<file path="config.mk">
export PLATFORM = sky130hd
export DESIGN_NAME = pose_frame_deframer
export DESIGN_NICKNAME = d
export VERILOG_FILES = /design/src/rtl/core/pfd_pkg.sv /design/src/rtl/core/pfd_byte_ram.sv /design/src/rtl/core/pfd_parser.sv /design/src/rtl/core/pfd_status.sv /design/src/rtl/core/pose_frame_deframer.sv
export VERILOG_INCLUDE_DIRS = /design/src /design/src/rtl/core
export SDC_FILE = /design/constraint.sdc
export NUM_CORES = 1
export LEC_CHECK = 0
export ABC_AREA = 0
export BUFFER_PORTS_ARGS = -buffer_cell sky130_fd_sc_hd__buf_2
export CAP_MARGIN = 5
export CORE_ASPECT_RATIO = 1.25
export CORE_MARGIN = 1.5
export CORE_UTILIZATION = 54
export DETAILED_ROUTE_END_ITERATION = 10
export HOLD_SLACK_MARGIN = 0.03
export PLACE_DENSITY = 0.85
export SETUP_SLACK_MARGIN = 0.5
export SYNTH_ARGS = -nofsm -noshare
export SYNTH_HDL_FRONTEND = slang
export SYNTH_SLANG_ARGS = --single-unit
</file>
<file path="constraint.sdc">
create_clock -name clk -period 5.6 [get_ports clk]
set_input_delay 0 -clock clk [delete_from_list [all_inputs] [get_ports clk]]
set_output_delay 0 -clock clk [all_outputs]
set_load 0.01 [all_outputs]
</file>
<file path="src/rtl/core/assert_macros.svh">
// Assertion helper macros for the pose frame deframer.
// Clocked concurrent assertions with an active-low reset that disables them.
`ifndef ASSERT_MACROS_SVH
`define ASSERT_MACROS_SVH

// Same-cycle implication.
`define ASSERT_IMPLIES(label, clk, rst_n, ante, cons) \
    label: assert property (@(posedge clk) disable iff (!rst_n) (ante) |-> (cons)) \
        else $error("assertion failed");

// Next-cycle implication.
`define ASSERT_NEXT(label, clk, rst_n, ante, cons) \
    label: assert property (@(posedge clk) disable iff (!rst_n) (ante) |=> (cons)) \
        else $error("assertion failed");

`endif

</file>
<file path="src/rtl/core/pfd_pkg.sv">
// Shared constants, types and helpers for the pose frame deframer.
// No dependencies; used by every module of the block.
`default_nettype none

package pfd_pkg;

    localparam int FRAME_LENGTH      = 28;
    localparam int ADDR_W            = $clog2(FRAME_LENGTH);
    localparam int NUM_WORDS         = 6;
    localparam int WORD_W            = 32;
    localparam int CNT_W             = 32;
    localparam int PAYLOAD_FIRST_REL = 2;
    localparam int PAYLOAD_LAST_REL  = PAYLOAD_FIRST_REL + 4 * NUM_WORDS - 1;
    localparam int REL_TOP           = (FRAME_LENGTH > PAYLOAD_LAST_REL + 1) ?
                                       FRAME_LENGTH : PAYLOAD_LAST_REL + 1;
    localparam int REL_W             = $clog2(REL_TOP + 1);

    localparam logic [7:0] HDR0 = 8'h0D;
    localparam logic [7:0] HDR1 = 8'h0A;
    localparam logic [7:0] TL0  = 8'h0A;
    localparam logic [7:0] TL1  = 8'h0D;

    localparam int          AGE_W         = 20;
    localparam logic [19:0] AGE_MAX       = 20'hFFFFF;
    localparam logic [19:0] TIMEOUT_RESET = 20'd500;

    localparam logic CMD_BYTE = 1'b0;
    localparam logic CMD_TICK = 1'b1;

    typedef logic [NUM_WORDS*WORD_W-1:0] frame_words_t;

    typedef struct packed {
        logic       command;
        logic [7:0] data_byte;
    } item_t;

    typedef struct packed {
        logic fire;
        logic tick;
        logic frame_done;
        logic frame_ok;
    } parse_evt_t;

    typedef struct packed {
        frame_words_t     words;
        logic [CNT_W-1:0] frame_count;
        logic [CNT_W-1:0] bad_frame_count;
        logic             connected;
        logic             recent_frame;
    } status_t;

    typedef struct packed {
        logic        frame_done;
        logic        frame_valid;
        logic [31:0] yaw_bits;
        logic [31:0] pitch_bits;
        logic [31:0] roll_bits;
        logic [31:0] pos_x_bits;
        logic [31:0] pos_y_bits;
        logic [31:0] omega_z_bits;
        logic [31:0] frame_count;
        logic [31:0] bad_frame_count;
        logic        connected;
        logic        recent_frame;
    } result_t;

    // Circular buffer index add, both operands below FRAME_LENGTH.
    function automatic logic [ADDR_W-1:0] wrap_add(input logic [ADDR_W-1:0] a,
                                                   input logic [ADDR_W-1:0] b);
        logic [ADDR_W:0] s;
        s = {1'b0, a} + {1'b0, b};
        if (s >= (ADDR_W+1)'(FRAME_LENGTH))
            s = s - (ADDR_W+1)'(FRAME_LENGTH);
        return s[ADDR_W-1:0];
    endfunction

endpackage

`default_nettype wire

</file>
<file path="src/rtl/core/pfd_byte_ram.sv">
// Frame byte store: one write port, one read port, registered read data.
// Depends on pfd_pkg for depth and address width.
`default_nettype none

module pfd_byte_ram (
    input  wire logic                      clk,
    input  wire logic                      wr_en,
    input  wire logic [pfd_pkg::ADDR_W-1:0] wr_addr,
    input  wire logic [7:0]                wr_data,
    input  wire logic [pfd_pkg::ADDR_W-1:0] rd_addr,
    output      logic [7:0]                rd_data
);

    logic [7:0] mem [pfd_pkg::FRAME_LENGTH];
    logic [7:0] rd_data_reg;

    always_ff @(posedge clk)
    begin
        if (wr_en)
        begin
            mem[wr_addr] <= wr_data;
        end
        rd_data_reg <= mem[rd_addr];
    end

    assign rd_data = rd_data_reg;

endmodule

`default_nettype wire

</file>
<file path="src/rtl/core/pfd_parser.sv">
// Frame sequencer: circular byte buffer in pfd_byte_ram, header rescan
// after a bad tail, and payload readout. Depends on pfd_pkg, pfd_byte_ram.
`default_nettype none

module pfd_parser (
    input  wire logic                  clk,
    input  wire logic                  rst_n,
    input  wire logic                  start,
    input  wire pfd_pkg::item_t        item,
    output      pfd_pkg::parse_evt_t   evt,
    output      pfd_pkg::frame_words_t words
);

    localparam int AW = pfd_pkg::ADDR_W;
    localparam int RW = pfd_pkg::REL_W;
    localparam int WW = pfd_pkg::NUM_WORDS * pfd_pkg::WORD_W;

    typedef enum logic [1:0] {ST_IDLE, ST_SCAN, ST_READ, ST_FINISH} state_t;

    state_t                state_reg;
    logic [AW-1:0]         head_reg;
    logic [AW-1:0]         fill_reg;
    logic [RW-1:0]         iss_reg;
    logic                  pend_reg;
    logic [RW-1:0]         pend_rel_reg;
    logic                  pend_zero_reg;
    logic                  scan_first_reg;
    logic [7:0]            scan_prev_reg;
    logic [7:0]            last_byte_reg;
    pfd_pkg::frame_words_t words_reg;
    pfd_pkg::parse_evt_t   evt_reg;

    logic [AW-1:0] wr_pos;
    logic [AW-1:0] rd_pos;
    logic [7:0]    rd_data;
    logic          ram_we;
    logic          issue_scan;
    logic          issue_read;
    logic          hdr_hit;
    logic [RW-1:0] hdr_rel;
    logic [AW-1:0] fill_after_hdr;
    logic          frame_ok;
    logic          byte_in;

    assign byte_in        = start && (item.command == pfd_pkg::CMD_BYTE);
    assign wr_pos         = pfd_pkg::wrap_add(head_reg, fill_reg);
    assign rd_pos         = pfd_pkg::wrap_add(head_reg, iss_reg[AW-1:0]);
    assign ram_we         = (state_reg == ST_IDLE) && byte_in;
    assign issue_scan     = iss_reg <= RW'(pfd_pkg::FRAME_LENGTH - 1);
    assign issue_read     = iss_reg <= RW'(pfd_pkg::PAYLOAD_LAST_REL);
    assign hdr_hit        = !scan_first_reg && (scan_prev_reg == pfd_pkg::HDR0)
                            && (rd_data == pfd_pkg::HDR1);
    assign hdr_rel        = pend_rel_reg - RW'(1);
    assign fill_after_hdr = AW'((AW+1)'(pfd_pkg::FRAME_LENGTH) - (AW+1)'(hdr_rel));

    // A word is finite unless its exponent is all ones.
    always_comb
    begin
        frame_ok = 1'b1;
        for (int i = 0; i < pfd_pkg::NUM_WORDS; i++)
        begin
            if (&words_reg[i*pfd_pkg::WORD_W+23 +: 8])
                frame_ok = 1'b0;
        end
    end

    pfd_byte_ram u_ram (
        .clk     (clk),
        .wr_en   (ram_we),
        .wr_addr (wr_pos),
        .wr_data (item.data_byte),
        .rd_addr (rd_pos),
        .rd_data (rd_data)
    );

    always_ff @(posedge clk or negedge rst_n)
    begin
        if (!rst_n)
        begin
            state_reg      <= ST_IDLE;
            head_reg       <= '0;
            fill_reg       <= '0;
            iss_reg        <= '0;
            pend_reg       <= 1'b0;
            pend_rel_reg   <= '0;
            pend_zero_reg  <= 1'b0;
            scan_first_reg <= 1'b1;
            evt_reg        <= '0;
        end
        else
        begin
            evt_reg <= '0;
            unique case (state_reg)
                ST_IDLE:
                begin
                    if (start && (item.command == pfd_pkg::CMD_TICK))
                    begin
                        evt_reg.fire <= 1'b1;
                        evt_reg.tick <= 1'b1;
                    end
                    else if (byte_in)
                    begin
                        if (fill_reg == '0)
                        begin
                            fill_reg     <= AW'(1);
                            evt_reg.fire <= 1'b1;
                        end
                        else if (fill_reg == AW'(1))
                        begin
                            // lone byte: either it starts a header or the new byte replaces it
                            if ((last_byte_reg == pfd_pkg::HDR0) &&
                                (item.data_byte == pfd_pkg::HDR1))
                                fill_reg <= AW'(2);
                            else
                                head_reg <= wr_pos;
                            evt_reg.fire <= 1'b1;
                        end
                        else if (fill_reg != AW'(pfd_pkg::FRAME_LENGTH - 1))
                        begin
                            fill_reg     <= fill_reg + AW'(1);
                            evt_reg.fire <= 1'b1;
                        end
                        else
                        begin
                            iss_reg        <= RW'(pfd_pkg::PAYLOAD_FIRST_REL);
                            pend_reg       <= 1'b0;
                            scan_first_reg <= 1'b1;
                            if ((last_byte_reg == pfd_pkg::TL0) &&
                                (item.data_byte == pfd_pkg::TL1))
                                state_reg <= ST_READ;
                            else
                                state_reg <= ST_SCAN;
                        end
                    end
                end

                ST_SCAN:
                begin
                    if (issue_scan)
                    begin
                        iss_reg      <= iss_reg + RW'(1);
                        pend_reg     <= 1'b1;
                        pend_rel_reg <= iss_reg;
                    end
                    else
                    begin
                        pend_reg <= 1'b0;
                    end
                    if (pend_reg)
                    begin
                        scan_first_reg <= 1'b0;
                        if (hdr_hit)
                        begin
                            head_reg     <= pfd_pkg::wrap_add(head_reg, hdr_rel[AW-1:0]);
                            fill_reg     <= fill_after_hdr;
                            evt_reg.fire <= 1'b1;
                            pend_reg     <= 1'b0;
                            state_reg    <= ST_IDLE;
                        end
                        else if (pend_rel_reg == RW'(pfd_pkg::FRAME_LENGTH - 1))
                        begin
                            // no header left: keep only the newest byte
                            head_reg     <= pfd_pkg::wrap_add(head_reg,
                                                AW'(pfd_pkg::FRAME_LENGTH - 1));
                            fill_reg     <= AW'(1);
                            evt_reg.fire <= 1'b1;
                            pend_reg     <= 1'b0;
                            state_reg    <= ST_IDLE;
                        end
                    end
                end

                ST_READ:
                begin
                    if (issue_read)
                    begin
                        iss_reg       <= iss_reg + RW'(1);
                        pend_reg      <= 1'b1;
                        pend_rel_reg  <= iss_reg;
                        pend_zero_reg <= iss_reg >= RW'(pfd_pkg::FRAME_LENGTH);
                    end
                    else
                    begin
                        pend_reg <= 1'b0;
                    end
                    if (pend_reg && (pend_rel_reg == RW'(pfd_pkg::PAYLOAD_LAST_REL)))
                    begin
                        pend_reg  <= 1'b0;
                        state_reg <= ST_FINISH;
                    end
                end

                ST_FINISH:
                begin
                    fill_reg           <= '0;
                    evt_reg.fire       <= 1'b1;
                    evt_reg.frame_done <= 1'b1;
                    evt_reg.frame_ok   <= frame_ok;
                    state_reg          <= ST_IDLE;
                end

                default:
                begin
                    state_reg <= ST_IDLE;
                end
            endcase
        end
    end

    // payload: last byte seen, scan history, payload shift line (byte 0 ends lowest)
    always_ff @(posedge clk)
    begin
        if (ram_we)
            last_byte_reg <= item.data_byte;
        if ((state_reg == ST_SCAN) && pend_reg)
            scan_prev_reg <= rd_data;
        if ((state_reg == ST_READ) && pend_reg)
            words_reg <= {(pend_zero_reg ? 8'h00 : rd_data), words_reg[WW-1:8]};
    end

    assign evt   = evt_reg;
    assign words = words_reg;

endmodule

`default_nettype wire

</file>
<file path="src/rtl/core/pfd_status.sv">
// Held pose words, frame counters, link ages and the timeout register.
// Depends on pfd_pkg; fed by parse events from pfd_parser.
`default_nettype none

module pfd_status (
    input  wire logic                   clk,
    input  wire logic                   rst_n,
    input  wire pfd_pkg::parse_evt_t    evt,
    input  wire pfd_pkg::frame_words_t  words,
    input  wire logic                   cfg_wr_en,
    input  wire logic [pfd_pkg::AGE_W-1:0] cfg_wr_data,
    output      pfd_pkg::status_t       status
);

    pfd_pkg::frame_words_t       held_reg;
    logic [pfd_pkg::CNT_W-1:0]   seen_reg;
    logic [pfd_pkg::CNT_W-1:0]   bad_reg;
    logic [pfd_pkg::AGE_W-1:0]   age_valid_reg;
    logic [pfd_pkg::AGE_W-1:0]   age_frame_reg;
    logic                        valid_ever_reg;
    logic                        frame_ever_reg;
    logic [pfd_pkg::AGE_W-1:0]   timeout_reg;

    always_ff @(posedge clk or negedge rst_n)
    begin
        if (!rst_n)
        begin
            held_reg       <= '0;
            seen_reg       <= '0;
            bad_reg        <= '0;
            age_valid_reg  <= '0;
            age_frame_reg  <= '0;
            valid_ever_reg <= 1'b0;
            frame_ever_reg <= 1'b0;
            timeout_reg    <= pfd_pkg::TIMEOUT_RESET;
        end
        else
        begin
            if (cfg_wr_en)
                timeout_reg <= cfg_wr_data;
            if (evt.fire && evt.tick)
            begin
                if (age_valid_reg != pfd_pkg::AGE_MAX)
                    age_valid_reg <= age_valid_reg + pfd_pkg::AGE_W'(1);
                if (age_frame_reg != pfd_pkg::AGE_MAX)
                    age_frame_reg <= age_frame_reg + pfd_pkg::AGE_W'(1);
            end
            if (evt.fire && evt.frame_done)
            begin
                seen_reg       <= seen_reg + pfd_pkg::CNT_W'(1);
                frame_ever_reg <= 1'b1;
                age_frame_reg  <= '0;
                if (evt.frame_ok)
                begin
                    held_reg       <= words;
                    valid_ever_reg <= 1'b1;
                    age_valid_reg  <= '0;
                end
                else
                begin
                    bad_reg <= bad_reg + pfd_pkg::CNT_W'(1);
                end
            end
        end
    end

    always_comb
    begin
        status.words           = held_reg;
        status.frame_count     = seen_reg;
        status.bad_frame_count = bad_reg;
        status.connected       = valid_ever_reg && (age_valid_reg < timeout_reg);
        status.recent_frame    = frame_ever_reg && (age_frame_reg < timeout_reg);
    end

endmodule

`default_nettype wire

</file>
<file path="src/rtl/core/pose_frame_deframer.sv">
// Ticks and ordinary bytes go from accept through the parser event register and pend_reg
// into the result register; a bad tail rescans the buffer RAM one byte a cycle; a good
// tail reads 24 payload bytes from the RAM. One item in flight; the next is taken the
// cycle after its result is loaded, and loading waits while a held result is not taken.
// Reset clears fill, counters, ages, flags, timeout to 500; buffer RAM left as is.
// Depends on pfd_pkg, pfd_parser, pfd_status.
`default_nettype none

`include "assert_macros.svh"

module pose_frame_deframer (
    input  wire logic                      clk,
    input  wire logic                      rst_n,
    input  wire logic                      item_valid,
    output      logic                      item_ready,
    input  wire pfd_pkg::item_t            item,
    output      logic                      result_valid,
    input  wire logic                      result_ready,
    output      pfd_pkg::result_t          result,
    input  wire logic                      cfg_wr_en,
    input  wire logic [pfd_pkg::AGE_W-1:0] cfg_wr_data
);

    pfd_pkg::parse_evt_t   evt;
    pfd_pkg::frame_words_t words;
    pfd_pkg::status_t      status;

    logic             busy_reg;
    logic             pend_reg;
    logic             done_reg;
    logic             ok_reg;
    logic             result_valid_reg;
    pfd_pkg::result_t result_reg;
    pfd_pkg::result_t result_next;
    logic             start;
    logic             load;

    assign item_ready = !busy_reg;
    assign start      = item_valid && item_ready;
    assign load       = pend_reg && (!result_valid_reg || result_ready);

    pfd_parser u_parser (
        .clk   (clk),
        .rst_n (rst_n),
        .start (start),
        .item  (item),
        .evt   (evt),
        .words (words)
    );

    pfd_status u_status (
        .clk         (clk),
        .rst_n       (rst_n),
        .evt         (evt),
        .words       (words),
        .cfg_wr_en   (cfg_wr_en),
        .cfg_wr_data (cfg_wr_data),
        .status      (status)
    );

    always_comb
    begin
        result_next.frame_done      = done_reg;
        result_next.frame_valid     = ok_reg;
        result_next.yaw_bits        = status.words[0*32 +: 32];
        result_next.pitch_bits      = status.words[1*32 +: 32];
        result_next.roll_bits       = status.words[2*32 +: 32];
        result_next.pos_x_bits      = status.words[3*32 +: 32];
        result_next.pos_y_bits      = status.words[4*32 +: 32];
        result_next.omega_z_bits    = status.words[5*32 +: 32];
        result_next.frame_count     = status.frame_count;
        result_next.bad_frame_count = status.bad_frame_count;
        result_next.connected       = status.connected;
        result_next.recent_frame    = status.recent_frame;
    end

    always_ff @(posedge clk or negedge rst_n)
    begin
        if (!rst_n)
        begin
            busy_reg         <= 1'b0;
            pend_reg         <= 1'b0;
            result_valid_reg <= 1'b0;
        end
        else
        begin
            if (start)
                busy_reg <= 1'b1;
            if (evt.fire)
                pend_reg <= 1'b1;
            if (load)
            begin
                pend_reg         <= 1'b0;
                busy_reg         <= 1'b0;
                result_valid_reg <= 1'b1;
            end
            else if (result_ready)
            begin
                result_valid_reg <= 1'b0;
            end
        end
    end

    // status snapshot is stable from the event until the beat is loaded
    always_ff @(posedge clk)
    begin
        if (evt.fire)
        begin
            done_reg <= evt.frame_done;
            ok_reg   <= evt.frame_ok;
        end
        if (load)
            result_reg <= result_next;
    end

    assign result_valid = result_valid_reg;
    assign result       = result_reg;

    `ASSERT_NEXT(a_accept_blocks, clk, rst_n, item_valid && item_ready, !item_ready)
    `ASSERT_IMPLIES(a_evt_in_item, clk, rst_n, evt.fire, busy_reg && !pend_reg)
    `ASSERT_IMPLIES(a_pend_busy, clk, rst_n, pend_reg, busy_reg)

endmodule

`default_nettype wire
</file>
==> flow_metrics.tcl <==
set metrics [dict create \
    status "finished, final reports clean" \
    slew_headroom_pct 20.34 \
    vias_per_cell 5.855 \
    power.leakage_nw 17.58 \
    reg2reg_slack_ps 880 \
    clockBufferDepth 3 \
    r2r-end "u_parser.u_ram.mem[12][6]" \
    clkTransAtPathRegs_ps 70 \
    die-area_mm2 0.07518 \
    grt_antenna_before_repair 3 \
    drc_errors 0 \
    fin_util_pct 63.34 \
    critPathKind "register to register" \
    ys_ff_latch 1052 \
    ys_types 80 \
    cts-buffers-inserted 95 \
    root_buffer "clkbuf_16" \
    grt_pass1_vias 23170 \
    async_reset_ff_share_pct 33.27 \
    yosysWarnings 0 \
    crit_path_end_kind "register" \
    ir_drop_mv 0.4334 \
    avgSynthCellArea_um2 17.09 \
    r2r_cells 10 \
    fillers 4770 \
    period_share_pct 84.23 \
    worstPathArrival_ps 4980 \
    slowest_stage "a211oi_1" \
    cts_htree_levels 3 \
    worstSetupEndpoint "u_parser.u_ram.mem[12][6]" \
    vias 22190 \
    clk_latency_ps 660 \
    grt_pass1_wl_um 137000 \
    final_max_slew_viol_count 0 \
    dp_worst_setup_slack_ps 991.6 \
    startpoint "u_parser.head_reg[0]" \
    initial_core_util_pct 54.36 \
    wl_um 90310 \
    final.min_clock_period_ps 4717 \
    syn_nets 2437 \
    synthFlopType "edfxtp_1" \
    crit_fanout 8 \
    gp_congestion 0.9310 \
    max_stage_delay_ps 970 \
    skew_ps 22.39 \
    ys_seq_area_share_pct 74.96 \
    rsz0062_at_grt "no" \
    max_freq_mhz 212.0 \
    die_h_um 306.2 \
    rows 111 \
    worst_setup_path_start_kind "register" \
    fin_setup_tns_ps 0 \
    synthCells 2324 \
    ant_nets 0 \
    cts_resized 0 \
    dp_hpwl_um 56080 \
    synthesis.area_mm2 0.03971 \
    grt_overflow 0 \
    groute.usage.overall_pct 24.07 \
    power_density_mw_per_mm2 444.8 \
    setup_slack_ps 883.1 \
    synth_edf_count 694 \
    fin_nets 2861 \
    dr.first_iter.drc_count 2028 \
    drt-wirelength-per-cell_um 23.83 \
    setup-violations-final 0 \
    r2r-start "u_parser.head_reg[0]" \
    syn_to_final_growth_pct 16.51 \
    largest_register_ffs 260 \
    pin_count 296 \
    cts_sinks 1052 \
    die_w_um 245.6 \
    dr.pass1.iters 6 \
    maxCapViolCount 0 \
    cts_tree "done" \
    drive_above_1_share_pct 26.38 \
    post-cts-setup-buffers 0 \
    crit_path_cell_trace "ha_1, inv_1, fa_1, xor2_1, inv_1, ha_1, o41ai_1, a21o_1, nand3_1, a211oi_1" \
    core_mm2 0.07305 \
    grt_max_degree 162 \
    tightest_slew_ps 1188 \
    cp.required_ps 5860 \
    numPortBuffers 295 \
    hold_viol 0 \
    hp-class "primary input to asynchronous set/reset pin" \
]
cell type report:
class | count | area [µm²] | area share, %
inverter | 61 | 232.7 | 0.5030
antenna | 1 | 2.502 | 0.005408
multi-input combinational | 1153 | 9495 | 20.52
clock buffer | 128 | 2625 | 5.673
clock inverter | 49 | 549.3 | 1.187
timing repair buffer | 385 | 2395 | 5.176
tap | 960 | 1201 | 2.596
sequential | 1052 | 29770 | 64.34
worst min-delay path by stage:
stage | from | to | slack [ps]
floorplan | rst_n | busy_reg | -300
global placement | rst_n | u_status.held_reg[51] | 190
detailed placement | rst_n | u_status.held_reg[52] | 200
CTS | rst_n | u_status.held_reg[36] | 110
global route | rst_n | u_status.held_reg[62] | 160
finish | rst_n | u_status.held_reg[52] | 40
layer usage:
metal / vias to the layer above / wire length [µm] / global-route usage, %
li1: 9579 / - / -
met1: 11350 / 33220 / 29.11
met2: 1019 / 47080 / 42.14
met3: 235 / 6212 / 4.359
met4: 2 / 3778 / 10.53
met5: - / 12 / 0
through the flow:
stage	instance area (µm²)	cells	hold slack [ps]	power, mW
6_report	46270	3789	40.44	20.58
5_1_grt	46270	3789	156.1	21.35
4_1_cts	46250	3785	106.3	20.61
3_5_place_dp	42370	3537	200.3	13.96
3_3_place_gp	42370	3537	187.0	13.76
2_1_floorplan	39720	2324	-295.6	12.52
critical path: cells and delay by family, from the launching register on:
family / cells / cell delay [ps]
DFF: 1 / 490
adders and majority gates: 3 / 950
and+or+nand+nor: 1 / 190
AOI/OAI and AO/OA: 3 / 1970
buffers and inverters: 2 / 260
xor gates and xnor gates: 1 / 450
kinds of logic (layout without fill, tap and decap cells):
logic type / after synthesis / count (layout) / share of synthesized area (%)
adder cells (fa/ha/maj): 79 / 79 / 2.546
multiplexers: 282 / 282 / 9.503
XOR/XNOR: 110 / 110 / 2.445
buffers and inverters: 119 / 623 / 1.185
flip-flops: 1052 / 1052 / 74.96
AND/OR/NAND/NOR: 476 / 476 / 6.065
other: 0 / 1 / 0
AO/OA/AOI/OAI: 206 / 206 / 3.296
cells in the mapped netlist (all sizes together), types with 7 or more instances:
cell type	instances	area, µm²
xor2	51	446.7
a21oi	48	247.7
o211ai	8	60.06
nor3	27	146.4
mux2	197	2218
mux4	56	1261
and2	10	62.56
dfrtp	343	8583
inv	61	229.0
dfxtp	8	160.2
nor2b	21	131.4
or3	12	80.08
xnor2	59	524.3
nand4	36	231.5
nand2b	16	100.1
edfxtp	694	20840
ha	76	950.9
a211oi	8	60.06
a21o	17	127.6
nand2	124	465.5
buf	11	65.06
and3	33	211.5
mux2i	29	294.0
nand3	50	250.2
nor2	107	404.1
a31oi	12	75.07
dfstp	7	183.9
clkbuf	47	176.4
o21ai	69	345.3
what timing repair did:
action                                  CTS  global route
endpoints found under the hold margin   398             0
hold buffers                             71             0
endpoints found under the setup margin    0             0
placed cells by master (no fill, tap or decap), drive strengths merged, types with 9 or more instances in the layout:
cell | Yosys | final
nand2b | 16 | 16
nand4 | 36 | 36
clkinvlp | 0 | 10
clkbuf | 47 | 128
inv | 61 | 67
a21o | 17 | 17
nor2b | 21 | 21
clkinv | 0 | 24
nand3 | 50 | 50
mux4 | 56 | 56
dfrtp | 343 | 343
buf | 11 | 314
xor2 | 51 | 51
or3 | 12 | 12
edfxtp | 694 | 694
ha | 76 | 76
a31oi | 12 | 12
dlygate4sd3 | 0 | 71
nand2 | 124 | 124
bufinv | 0 | 9
mux2 | 197 | 197
and3 | 33 | 33
mux2i | 29 | 29
nor2 | 107 | 107
xnor2 | 59 | 59
a21oi | 48 | 48
nor3 | 27 | 27
o21ai | 69 | 69
and2 | 10 | 10
where the power goes:
group	total, mW	internal, mW	switching (mW)
clock	6.61	3.74	2.87
combinational	4.46	1.70	2.76
sequential	9.51	9.15	0.357
No activity file was read; power rests on OpenSTA's default activity.
